File: config.mk
export PLATFORM = sky130hd
export DESIGN_NAME = ranged_lcg_random
export DESIGN_NICKNAME = d
export VERILOG_FILES = /design/src/rtl/rlr_pkg.sv /design/src/rtl/ranged_lcg_random.sv
export SDC_FILE = /design/constraint.sdc
export NUM_CORES = 1
export LEC_CHECK = 0
export BUFFER_PORTS_ARGS = -buffer_cell sky130_fd_sc_hd__buf_4
export CELL_PAD_IN_SITES_DETAIL_PLACEMENT = 1
export CELL_PAD_IN_SITES_GLOBAL_PLACEMENT = 2
export CORE_UTILIZATION = 35
export DETAILED_ROUTE_END_ITERATION = 16
export PLACE_DENSITY_LB_ADDON = 0.25
export SKIP_LAST_GASP = 1
export SLEW_MARGIN = 20
export SYNTH_ARGS = -nofsm -noshare
export SYNTH_HDL_FRONTEND = slang
export SYNTH_SLANG_ARGS = --single-unit
File: constraint.sdc
create_clock -name clock -period 11.25 [get_ports clock]
set_input_delay 1.6875 -clock clock [delete_from_list [all_inputs] [get_ports clock]]
set_output_delay 1.6875 -clock clock [all_outputs]
set_load 0.02 [all_outputs]
File: src/rtl/rlr_pkg.sv
package rlr_pkg;

   localparam int unsigned DataWidth = 32;
   localparam int unsigned CountWidth = 6;
   localparam int unsigned StepWidth = 5;

   typedef logic [DataWidth-1:0] word_type;

   localparam word_type LcgMult = 32'd1664525;
   localparam word_type LcgInc = 32'd1013904223;
   localparam word_type LcgSeed = 32'd42;

   localparam logic [CountWidth-1:0] MulSteps = 6'd32;
   localparam logic [StepWidth-1:0] DivLast = 5'd31;

   localparam logic [1:0] StIdle = 2'd0;
   localparam logic [1:0] StDiv = 2'd1;
   localparam logic [1:0] StFin = 2'd2;

endpackage

File: src/rtl/ranged_lcg_random.sv
// Bounded pseudo-random number generator.
//
// Input channel req_*: one transfer carries range_low (tdata[31:0]) and
// range_high (tdata[63:32]). Output channel rsp_*: one transfer per request
// carries random_value in [range_low, range_high), or range_low when
// range_low >= range_high (the generator then does not advance).
//
// A 32-bit LCG (x = 1664525 * x + 1013904223) is advanced by a bit-serial
// shift-add multiplier that runs ahead of use: the next state is ready
// before it is asked for. The reduction modulo the span is a restoring
// divider that retires one quotient bit per cycle.
//
// No new request is taken until the last one has passed through the
// divider steps and the finishing state, which forms the result; an empty
// range skips the divider and goes straight to the finishing state.
// After reset the multiplier forms the first state from seed 42, and
// req_tready stays low until then.
// The result sits in an output register; a new request is taken while it
// waits. If the receiver stalls, the next result holds in the divider until
// the register is free.
module ranged_lcg_random
   import rlr_pkg::*;
(
   input  logic        clock,
   input  logic        reset,
   input  logic        req_tvalid,
   output logic        req_tready,
   input  logic [63:0] req_tdata,   // [31:0] range_low, [63:32] range_high
   output logic        rsp_tvalid,
   input  logic        rsp_tready,
   output logic [31:0] rsp_tdata    // [31:0] random_value
);

   word_type              range_low;
   word_type              range_high;
   logic                  req_xfer;
   logic                  empty_range;
   logic                  out_free;

   logic [1:0]            state_ff, state_in;
   word_type              lo_ff, lo_in;
   word_type              span_ff, span_in;
   word_type              rem_ff, rem_in;
   word_type              quo_ff, quo_in;
   logic [StepWidth-1:0]  dcnt_ff, dcnt_in;
   logic [DataWidth:0]    trial;
   logic [DataWidth:0]    trial_sub;

   logic                  mbusy_ff, mbusy_in;
   logic [CountWidth-1:0] mcnt_ff, mcnt_in;
   word_type              mop_ff, mop_in;
   word_type              mcnd_ff, mcnd_in;
   word_type              macc_ff, macc_in;
   word_type              nxt_ff, nxt_in;

   logic                  rsp_valid_ff, rsp_valid_in;
   word_type              rsp_data_ff, rsp_data_in;

   assign range_low   = req_tdata[31:0];
   assign range_high  = req_tdata[63:32];
   assign req_tready  = (state_ff == StIdle) && !mbusy_ff;
   assign req_xfer    = req_tvalid && req_tready;
   assign empty_range = range_low >= range_high;
   assign out_free    = !rsp_valid_ff || rsp_tready;
   assign rsp_tvalid  = rsp_valid_ff;
   assign rsp_tdata   = rsp_data_ff;

   assign trial     = {rem_ff, quo_ff[DataWidth-1]};
   assign trial_sub = trial - {1'b0, span_ff};

   always_comb begin
      state_in     = state_ff;
      lo_in        = lo_ff;
      span_in      = span_ff;
      rem_in       = rem_ff;
      quo_in       = quo_ff;
      dcnt_in      = dcnt_ff;
      mbusy_in     = mbusy_ff;
      mcnt_in      = mcnt_ff;
      mop_in       = mop_ff;
      mcnd_in      = mcnd_ff;
      macc_in      = macc_ff;
      nxt_in       = nxt_ff;
      rsp_valid_in = rsp_valid_ff && !rsp_tready;
      rsp_data_in  = rsp_data_ff;

      if (mbusy_ff) begin
         if (mcnt_ff == MulSteps) begin
            nxt_in   = macc_ff + LcgInc;
            mbusy_in = 1'b0;
         end else begin
            if (mop_ff[0]) begin
               macc_in = macc_ff + mcnd_ff;
            end
            mop_in  = mop_ff >> 1;
            mcnd_in = mcnd_ff << 1;
            mcnt_in = mcnt_ff + 1'b1;
         end
      end

      case (state_ff)
         StIdle: begin
            if (req_xfer) begin
               lo_in   = range_low;
               span_in = range_high - range_low;
               rem_in  = '0;
               quo_in  = nxt_ff;
               dcnt_in = '0;
               if (empty_range) begin
                  state_in = StFin;
               end else begin
                  state_in = StDiv;
                  mop_in   = nxt_ff;
                  mcnd_in  = LcgMult;
                  macc_in  = '0;
                  mcnt_in  = '0;
                  mbusy_in = 1'b1;
               end
            end
         end
         StDiv: begin
            if (!trial_sub[DataWidth]) begin
               rem_in = trial_sub[DataWidth-1:0];
            end else begin
               rem_in = trial[DataWidth-1:0];
            end
            quo_in  = quo_ff << 1;
            dcnt_in = dcnt_ff + 1'b1;
            if (dcnt_ff == DivLast) begin
               state_in = StFin;
            end
         end
         StFin: begin
            if (out_free) begin
               rsp_valid_in = 1'b1;
               rsp_data_in  = rem_ff + lo_ff;
               state_in     = StIdle;
            end
         end
         default: begin
            state_in = StIdle;
         end
      endcase
   end

   always_ff @(posedge clock) begin
      if (reset) begin
         state_ff     <= StIdle;
         mbusy_ff     <= 1'b1;
         mcnt_ff      <= '0;
         mop_ff       <= LcgSeed;
         mcnd_ff      <= LcgMult;
         macc_ff      <= '0;
         rsp_valid_ff <= 1'b0;
      end else begin
         state_ff     <= state_in;
         mbusy_ff     <= mbusy_in;
         mcnt_ff      <= mcnt_in;
         mop_ff       <= mop_in;
         mcnd_ff      <= mcnd_in;
         macc_ff      <= macc_in;
         rsp_valid_ff <= rsp_valid_in;
      end
   end

   always_ff @(posedge clock) begin
      lo_ff       <= lo_in;
      span_ff     <= span_in;
      rem_ff      <= rem_in;
      quo_ff      <= quo_in;
      dcnt_ff     <= dcnt_in;
      nxt_ff      <= nxt_in;
      rsp_data_ff <= rsp_data_in;
   end

   assert property (@(posedge clock) disable iff (reset)
      req_xfer |=> state_ff != StIdle)
      else $error("request transfer did not start work");

   assert property (@(posedge clock) disable iff (reset)
      (state_ff == StFin) && out_free |=> rsp_tvalid)
      else $error("finished result not presented");

   assert property (@(posedge clock) disable iff (reset)
      state_ff == StDiv |-> rem_ff < span_ff)
      else $error("partial remainder not below span");

   assert property (@(posedge clock) disable iff (reset)
      mbusy_ff |-> mcnt_ff <= MulSteps)
      else $error("multiplier step count overran");

   assert property (@(posedge clock) disable iff (reset)
      state_ff == StDiv |-> mbusy_ff || (dcnt_ff != '0))
      else $error("next state not in progress during division");

endmodule

==> impl_metrics.tcl, run 1 <==
set metrics [dict create \
    setup_ws_ns 6.398 \
    postCtsSetupRepairBufs 0 \
    criticalPathCategory "in -> reg" \
    p_sw_frac 0.2538 \
    antenna_cells 0 \
    arrival_ns 5.29 \
    synth_edf_count 197 \
    power.total_mw 2.656 \
    detailed_place_hpwl_um 37010 \
    die-area_mm2 0.05316 \
    maxSlewHeadroom 0.3033 \
    port_buffers 101 \
    yosysWarnings 0 \
    end_kind "flop" \
    vias 14620 \
    boundaryPins 102 \
    place_area_mm2 0.01971 \
    finalCriticalPeriod_ns 4.853 \
    switchingPower_uw 674.2 \
    cts_hold_buffers 0 \
    core_mm2 0.05151 \
    rsz0062_at_grt "false" \
    fp.dieH_um 230.6 \
    finClkSkew_ns 0.02795 \
    clock_path_buffers 3 \
    crit_fanout 29 \
    ir_drop_uv 101.6 \
    r2r_slack_ns 7.22 \
    dp_slack_ns 5.461 \
    drv_cap 0 \
    internal_power_mw 1.982 \
    slew_viol_final 0 \
    p_leak_nw 8.585 \
    fin_nets 2274 \
    seqCellArea_mm2 0.008038 \
    fin_crit_sh 0.4313 \
    num_rows 83 \
    grt_max_degree 66 \
    hold_path.class "reg -> reg" \
    h-tree-depth 2 \
    cts-root-buf "clkbuf_16" \
    setup_viol 0 \
    ys_types 90 \
    synth.ff_latch_count 303 \
    fill_cells 5950 \
    wl_per_cell_um 18.40 \
    post_cts_resized 0 \
    drc 0 \
    tightest_slew_ns 1.043 \
    synth_cells 1991 \
    vias_per_cell 5.261 \
    synthFlopType "edfxtp_1" \
    track_usage 0.1933 \
    clock-sinks 303 \
    drt_iter0_markers 680 \
    final_common_cell "nand2_1" \
    synth_seq_area_share 0.4396 \
    cts_buffers 38 \
    gp_congestion 0.8219 \
    p_per_area_mw_per_mm2 127.3 \
    start_kind "input port" \
    clkLatencyLatePin_ns 0.56 \
    async_flop_share 0 \
    die_w_um 230.6 \
    seqPwrFrac 0.461 \
    synth_nets 2194 \
    fmax_mhz 206.1 \
    most-common-layout-cells "nand2_1 (379), edfxtp_1 (197), a21oi_1 (182), ha_1 (131), buf_4 (117)" \
    cts_tree "done" \
    grt_pass1_wl_um 82170 \
    drtAntennaViolNets 0 \
    syn_area_mm2 0.01828 \
    avgSynthCellArea_um2 9.183 \
    grt_overflow 0 \
    comb_power_share 0.108 \
    area_delta_synth_final_pct 14.14 \
    start_util 0.3550 \
    finalSetupTns_ns 0 \
    final_area_mm2 0.02087 \
    required_ns 11.69 \
    outcome "finished, final reports clean" \
    final_layout_size_suffix_gt1_frac 0.09767 \
    finalWirelength_um 51130 \
    grt_pass1_vias 15350 \
    antenna_found_initial 0 \
    clk_pin_slew_ns 0.06 \
    clkPwrFrac 0.431 \
    finalHoldViolations 0 \
    multi_input_area_mm2 0.009534 \
    first_pass_iters 5 \
]
-- final timing paths --
kind / start / end / cells past startpoint
max: req_tdata[0] / mop_ff[20] / 12
min: mcnd_ff[0] / mcnd_ff[0] / 2
max reg2reg: span_ff[0] / rem_ff[1] / 12
min reg2reg: mcnd_ff[0] / mcnd_ff[0] / 2
-- routing by layer --
metal	GRT usage	wire (µm)	vias to the layer above	part of all wire
met2	0.3370	24520	170	0.48
met3	0.02557	1369	78	0.027
met4	0.06871	1477	0	0.029
met1	0.2436	23750	7051	0.46
li1	-	-	7321	-
met5	0	0	-	0
-- cell families after synthesis --
kind of cell / Yosys count / synth area share
AOI/OAI and AO/OA: 517 / 0.1845
buffers and inverters: 188 / 0.04085
adders and majority gates: 135 / 0.09403
and+or+nand+nor: 724 / 0.1798
xor gates and xnor gates: 119 / 0.05844
DFF: 303 / 0.4396
muxes: 5 / 0.002806
-- state kept, by name (all words and copies together) (netlist names) --
register and cells:
mcnd_ff 32, nxt_ff 32, quo_ff 32, dcnt_ff 5, state_ff 2, rsp_tdata 32
mcnt_ff 6, mbusy_ff 1, span_ff 32, macc_ff 32, rem_ff 32, rsp_tvalid 1
lo_ff 32, mop_ff 32
-- per-stage QoR --
step | hold slack, ns | util | std cells
after detailed placement | 0.4638 | 0.3827 | 2710
after global placement | 0.4532 | 0.3827 | 2710
after global routing | 0.4912 | 0.4052 | 2779
after CTS | 0.4717 | 0.4046 | 2778
after floorplan | 0.4400 | - | 1991
final | 0.4723 | 0.4052 | 2779
-- cells in the mapped netlist (7+ instances only) --
cell type / number / area (µm²)
o21a_1: 16 / 120.1
a311oi_1: 31 / 271.5
a221oi_1: 7 / 61.31
dfxtp_1: 106 / 2122
a211oi_1: 14 / 105.1
nand3_1: 52 / 260.3
a21o_1: 74 / 555.5
nand2b_1: 19 / 118.9
a211o_1: 7 / 61.31
xor2_1: 51 / 446.7
buf_2: 9 / 45.04
o31ai_1: 10 / 75.07
nor3_1: 53 / 265.3
nand3b_1: 9 / 67.56
a21oi_1: 182 / 910.9
a31oi_1: 12 / 75.07
ha_1: 131 / 1639
nand2_1: 382 / 1434
nor2_1: 94 / 352.8
and2_1: 14 / 87.58
clkbuf_1: 60 / 225.2
a21boi_0: 12 / 90.09
edfxtp_1: 197 / 5916
inv_1: 109 / 409.1
o21bai_1: 12 / 90.09
nor2b_1: 14 / 87.58
xnor2_1: 66 / 578.1
and3_1: 20 / 125.1
o21ai_0: 77 / 385.4
or3_1: 15 / 93.84
nand4_1: 15 / 93.84
-- layout make-up --
type / instances / area share
clock buffers: 57 / 0.05144
clock inverters: 11 / 0.002638
repair buffers: 118 / 0.04341
well taps: 680 / 0.04077
multi-input cells: 1500 / 0.4568
inverters: 110 / 0.01978
flip-flops and latches: 303 / 0.3851
-- power by group through the flow --
| stage | registers (mW) | clock network [mW] | logic (mW) |
|---|---|---|---|
| global placement | 1.25 | 0 | 0.280 |
| CTS | 1.22 | 1.18 | 0.290 |
| detailed placement | 1.25 | 0 | 0.288 |
| global route | 1.23 | 1.21 | 0.321 |
| finish | 1.22 | 1.14 | 0.287 |
| floorplan | 1.24 | 0 | 0.203 |
-- critical path, cell delays in order --
cell and delay [ns]:
buf_4 0.12, ha_1 0.22, fa_1 0.42, nor2b_1 0.13, o21ai_0 0.09, nand2b_1 0.14, a41oi_1 0.22, o21ai_1 0.45
a31oi_1 0.36, o21ai_1 0.53, nand2_2 0.51, a311oi_1 0.38
(Power assumes the default switching activity.)
==> run 2, diff against run 1 <==
ABC_AREA = 1   (was default)
clock period = 4.7 ns   (was 11.25 ns; I/O delays follow)
==> impl_metrics.tcl, run 2 <==
set metrics [dict create \
    vias_per_cell 4.929 \
    setup_viol 0 \
    num_rows 89 \
    port_buffers 101 \
    maxSlewHeadroom 0.3174 \
    synth_cells 3021 \
    core_mm2 0.05946 \
    clock-sinks 303 \
    hold_path_depth 1 \
    fin_crit_sh 0.7512 \
    boundaryPins 102 \
    p_per_area_mw_per_mm2 287.3 \
    r2r-start "rem_ff[0]" \
    cts_tree "done" \
    slew_viol_final 0 \
    yosys-top-cells-area "edfxtp_1 (28%), nand2_1 (17%), dfxtp_1 (10%), inv_1 (8.1%), ha_1 (7.7%)" \
    yosysWarnings 0 \
    synth_edf_count 197 \
    synth_top_cell_by_area "edfxtp_1" \
    cts_hold_buffers 0 \
    clock_path_buffers 3 \
    synth_top_area_frac 0.2789 \
    internal_power_mw 5.021 \
    ys_types 44 \
    post_cts_resized 0 \
    vias 19320 \
    clkPwrFrac 0.439 \
    finalHoldViolations 0 \
    clkLatencyLatePin_ns 0.57 \
    fp.dieH_um 248.2 \
    syn_area_mm2 0.02121 \
    slowest_stage "o21ai_0" \
    antenna_found_initial 0 \
    required_ns 4.99 \
    avgSynthCellArea_um2 7.021 \
    finalSetupTns_ns 0 \
    final_common_cell "nand2_1" \
    cts-root-buf "clkbuf_16" \
    drt_iter0_markers 843 \
    rsz0062_at_grt "false" \
    hold_path.class "in -> reg" \
    cts_buffers 38 \
    synth_seq_area_share 0.3790 \
    start_util 0.3567 \
    dp_slack_ns 1.000 \
    reg2regPathDepth 9 \
    first_pass_iters 5 \
    synthFlopType "edfxtp_1" \
    finalWirelength_um 72550 \
    finClkSkew_ns 0.01474 \
    wl_per_cell_um 18.51 \
    comb_power_share 0.134 \
    synthTopCellsByCount "nand2_1 (964), inv_1 (458), nor2_1 (388)" \
    final_layout_size_suffix_gt1_frac 0.06262 \
    grt_pass1_vias 20280 \
    grt_overflow 0 \
    drtAntennaViolNets 0 \
    fin_util 0.4046 \
    yosysMostFrequentCell "nand2_1" \
    detailed_place_hpwl_um 59230 \
    synth.ff_latch_count 303 \
    crit_chain "ha_1 > inv_1 > fa_1 > o21ai_0 > a21boi_0 > o21ai_0 > nand3_1 > nand3_1 > nand2_1" \
    h-tree-depth 2 \
    track_usage 0.2369 \
    fmax_mhz 283.2 \
    layout.cells.non_filler 3919 \
    die_w_um 248.2 \
    most-common-layout-cells "nand2_1 (962), inv_1 (457), nor2_1 (386), edfxtp_1 (197), a21oi_1 (160)" \
    holdWs_ns 0.3330 \
    p_leak_nw 11.71 \
    antenna_cells 0 \
    finalCriticalPeriod_ns 3.531 \
    fin_nets 3320 \
    seqPwrFrac 0.426 \
    criticalPathCategory "reg -> reg" \
    fill_cells 7581 \
    setup_ws_ns 1.169 \
    switchingPower_mw 1.890 \
    crit_path_max_incr_delay_ns 0.64 \
    r2r_slack_ns 1.17 \
    place_area_mm2 0.02279 \
    die-area_mm2 0.06159 \
    arrival_ns 3.82 \
    min_from "req_tdata[25]" \
    power.total_mw 6.911 \
    final_area_mm2 0.02406 \
    end_kind "flop" \
    drv_cap 0 \
    grt_max_degree 79 \
    outcome "finished, final reports clean" \
    r2r_end "rsp_tdata[30]" \
    clk_pin_slew_ns 0.06 \
    gp_congestion 0.9011 \
    crit_fanout 4 \
    synth_nets 3224 \
    area_delta_synth_final_pct 13.43 \
    dp.cells 3850 \
    drc 0 \
    hold_path_end "lo_ff[25]" \
    tightest_slew_ns 1.018 \
    grt_pass1_wl_um 112000 \
    async_flop_share 0 \
    start_kind "flop" \
    ir_drop_uv 157.8 \
    postCtsSetupRepairBufs 0 \
    p_sw_frac 0.2734 \
]
## run 2: cell types whose count changed in the layout (fill, tap and decap cells not counted), sizes merged, moves of 60 or more
cell	change
inv	+350
nor2	+295
nand3	+102
nand2	+587
a21o	-60
## run 2: cell type report
cell class / instances / area [µm²] / area share
clock inverter: 18 / 222.7 / 0.009257
timing repair buffer: 113 / 860.8 / 0.03578
clock buffer: 51 / 1051 / 0.04368
sequential: 303 / 8038 / 0.3341
multi-input combinational: 2200 / 11190 / 0.4651
tap: 773 / 967.2 / 0.04020
inverter: 461 / 1730 / 0.07192
## run 2: worst max-delay path by stage
stage                       start             to  depth (start not counted)
global route            rem_ff[0]  rsp_tdata[30]                          9
CTS                     rem_ff[0]  rsp_tdata[30]                          9
global placement    req_tdata[25]    macc_ff[30]                         12
finish                  rem_ff[0]  rsp_tdata[30]                          9
detailed placement  req_tdata[25]    macc_ff[30]                         12
floorplan              req_tvalid     dcnt_ff[0]                          3
## run 2: kinds of logic (layout without fill, tap and decap cells)
logic type                 Yosys count  count (layout)  share of synthesized area
and+or+nand+nor                   1602            1602                     0.3049
xor gates and xnor gates           100             100                    0.04129
AOI/OAI and AO/OA                  340             340                    0.08778
muxes                               23              23                    0.01085
buffers and inverters              518             643                    0.09521
DFF                                303             303                     0.3790
adders and majority gates          135             135                    0.08105
## run 2: layer usage
layer,wire [µm],vias to the layer above,global-route usage
met5,0,-,0
met4,2891,0,0.09792
met3,1547,118,0.02144
met2,37220,242,0.4494
met1,30890,9151,0.2691
li1,-,9806,-
## run 2: power by group through the flow
stage          Combinational, mW  Sequential [mW]  Clock, mW
2_1_floorplan              0.622             2.98          0
3_3_place_gp               0.912             3.00          0
3_5_place_dp               0.929             3.00          0
4_1_cts                    0.935             2.95       3.11
5_1_grt                     1.04             2.95       3.20
6_report                   0.928             2.95       3.04
## run 2: worst max-delay path: cells and delay by family, from the launching register on
| kind | cells | cell delay (ns) |
|---|---|---|
| buffers and inverters | 1 | 0.06 |
| DFF | 1 | 0.45 |
| and+or+nand+nor | 3 | 0.42 |
| AOI/OAI and AO/OA | 3 | 1.69 |
| adders and majority gates | 2 | 0.63 |
==> run 3, diff against run 2 <==
ABC_AREA = 0   (was 1)
clock period = 3.5 ns   (was 4.7 ns; I/O delays follow)
==> impl_metrics.tcl, run 3 (same netlist as run 1, synthesis figures left out) <==
set metrics [dict create \
    outcome "finished, final reports clean" \
    crit_fanout 12 \
    seqCellArea_mm2 0.008038 \
    reg2regPathDepth 16 \
    cts_buffers 37 \
    die_w_um 230.6 \
    finalHoldViolations 0 \
    wl_per_cell_um 18.07 \
    finalWirelength_um 51220 \
    vias_per_cell 5.260 \
    cts-root-buf "clkbuf_16" \
    r2r_end "rem_ff[16]" \
    antenna_found_initial 0 \
    die-area_mm2 0.05316 \
    first_pass_iters 5 \
    most-common-layout-cells "nand2_1 (380), edfxtp_1 (197), a21oi_1 (182), buf_4 (163), ha_1 (131)" \
    grt_max_degree 70 \
    start_util 0.3550 \
    arrival_ns 3.73 \
    drt_iter0_markers 522 \
    grt_pass1_wl_um 82610 \
    holdWs_ns 0.1473 \
    required_ns 3.91 \
    port_buffers 101 \
    detailed_place_hpwl_um 37960 \
    slew_viol_final 0 \
    fin_nets 2328 \
    clock-sinks 303 \
    fmax_mhz 301.7 \
    final_common_cell "nand2_1" \
    h-tree-depth 2 \
    p_leak_nw 8.893 \
    fin_util 0.4153 \
    power.total_mw 8.567 \
    startpoint "quo_ff[31]" \
    r2r_slack_ns 0.19 \
    finClkSkew_ns 0.01572 \
    drv_cap 0 \
    track_usage 0.1938 \
    maxSlewHeadroom 0.3208 \
    boundaryPins 102 \
    grt_pass1_vias 15660 \
    finalCriticalPeriod_ns 3.315 \
    setup_viol 0 \
    fp.dieH_um 230.6 \
    vias 14910 \
    clock_path_buffers 3 \
    cts_tree "done" \
    p_per_area_mw_per_mm2 400.5 \
    ir_drop_uv 326.0 \
    crit_path_end "rem_ff[16]" \
    fill_cells 5956 \
    clk_pin_slew_ns 0.06 \
    fin_crit_sh 0.9471 \
    tightest_slew_ns 1.019 \
    start_kind "flop" \
    drtAntennaViolNets 0 \
    r2r-start "quo_ff[31]" \
    num_rows 83 \
    grt_overflow 0 \
    hold_path.class "in -> reg" \
    gp_congestion 0.8428 \
    clkLatencyLatePin_ns 0.56 \
    final_layout_size_suffix_gt1_frac 0.1216 \
    area_delta_synth_final_pct 16.99 \
    antenna_cells 0 \
    multi_input_area_mm2 0.009544 \
    drc 0 \
    criticalPathCategory "reg -> reg" \
    core_mm2 0.05151 \
    end_kind "flop" \
]
==> run 3: cell count changes in the layout (fill, tap and decap cells not counted), sizes merged, moves of 31 or more <==
cell    before  now
a21o        17   77
a311oi       0   32
buf        113  172
inv        461  110
nand2      969  382
nand3      154   52
nor2       390   95
o21ai      115   83
xnor2       36   67
==> run 3: worst min path at each step <==
stage / startpoint / to / slack [ns] / depth (start not counted)
floorplan: mcnd_ff[0] / mcnd_ff[0] / 0.44 / 2
global placement: mcnd_ff[31] / mcnd_ff[31] / 0.45 / 2
CTS: req_tdata[24] / lo_ff[24] / 0.11 / 1
global route: req_tdata[24] / lo_ff[24] / 0.12 / 1
finish: req_tdata[24] / lo_ff[24] / 0.15 / 1
detailed placement: mcnd_ff[24] / mcnd_ff[25] / 0.47 / 2
==> run 3: worst max-delay path, stage by stage, from the launching register on <==
cell and delay (ns):
edfxtp_1 0.38, inv_1 0.06, ha_1 0.21, fa_2 0.36, nand2b_4 0.17, a21oi_4 0.14, o211ai_2 0.14, a211oi_2 0.20
buf_4 0.17, nor4_2 0.07, o41ai_4 0.34, buf_4 0.20, xor2_4 0.23, buf_6 0.15, clkbuf_16 0.15, nand3b_1 0.08
a21oi_1 0.14
==> run 3: repair_timing <==
action / CTS / global route
endpoints found under the setup margin: 0 / 30
gates resized for setup: 0 / 7
hold buffers: 0 / 0
setup buffers: 0 / 2
==> run 3: cell type report <==
class / count / share of cell area
inverter: 110 / 0.01936
timing repair buffer: 173 / 0.06616
multi-input combinational: 1500 / 0.4462
sequential: 303 / 0.3758
clock inverter: 14 / 0.003042
clock buffer: 54 / 0.04966
tap: 680 / 0.03978
==> run 3: per-layer routing <==
layer  GRT usage  vias to the layer above  share of wire
met4     0.06581                        0          0.029
met1      0.2435                     7196           0.45
met2      0.3369                      203           0.48
met3     0.02989                       79          0.031
met5           0                        -              0
li1            -                     7429              -
==> run 3: power by group <==
group	switching, mW	internal (mW)
clock network	1.55	2.10
logic	0.547	0.434
registers	0.0647	3.87
==> run 3: through the flow <==
step / setup TNS [ns] / area, µm² / setup WS (ns) / cells
after floorplan: 0 / 18290 / 0.3393 / 1991
after global routing: -0.004039 / 21390 / -0.004039 / 2834
after detailed placement: -0.9471 / 20200 / -0.08539 / 2763
final: 0 / 21390 / 0.1850 / 2834
after global placement: -0.1521 / 20200 / -0.06686 / 2763
after CTS: 0 / 21330 / 0.03257 / 2831
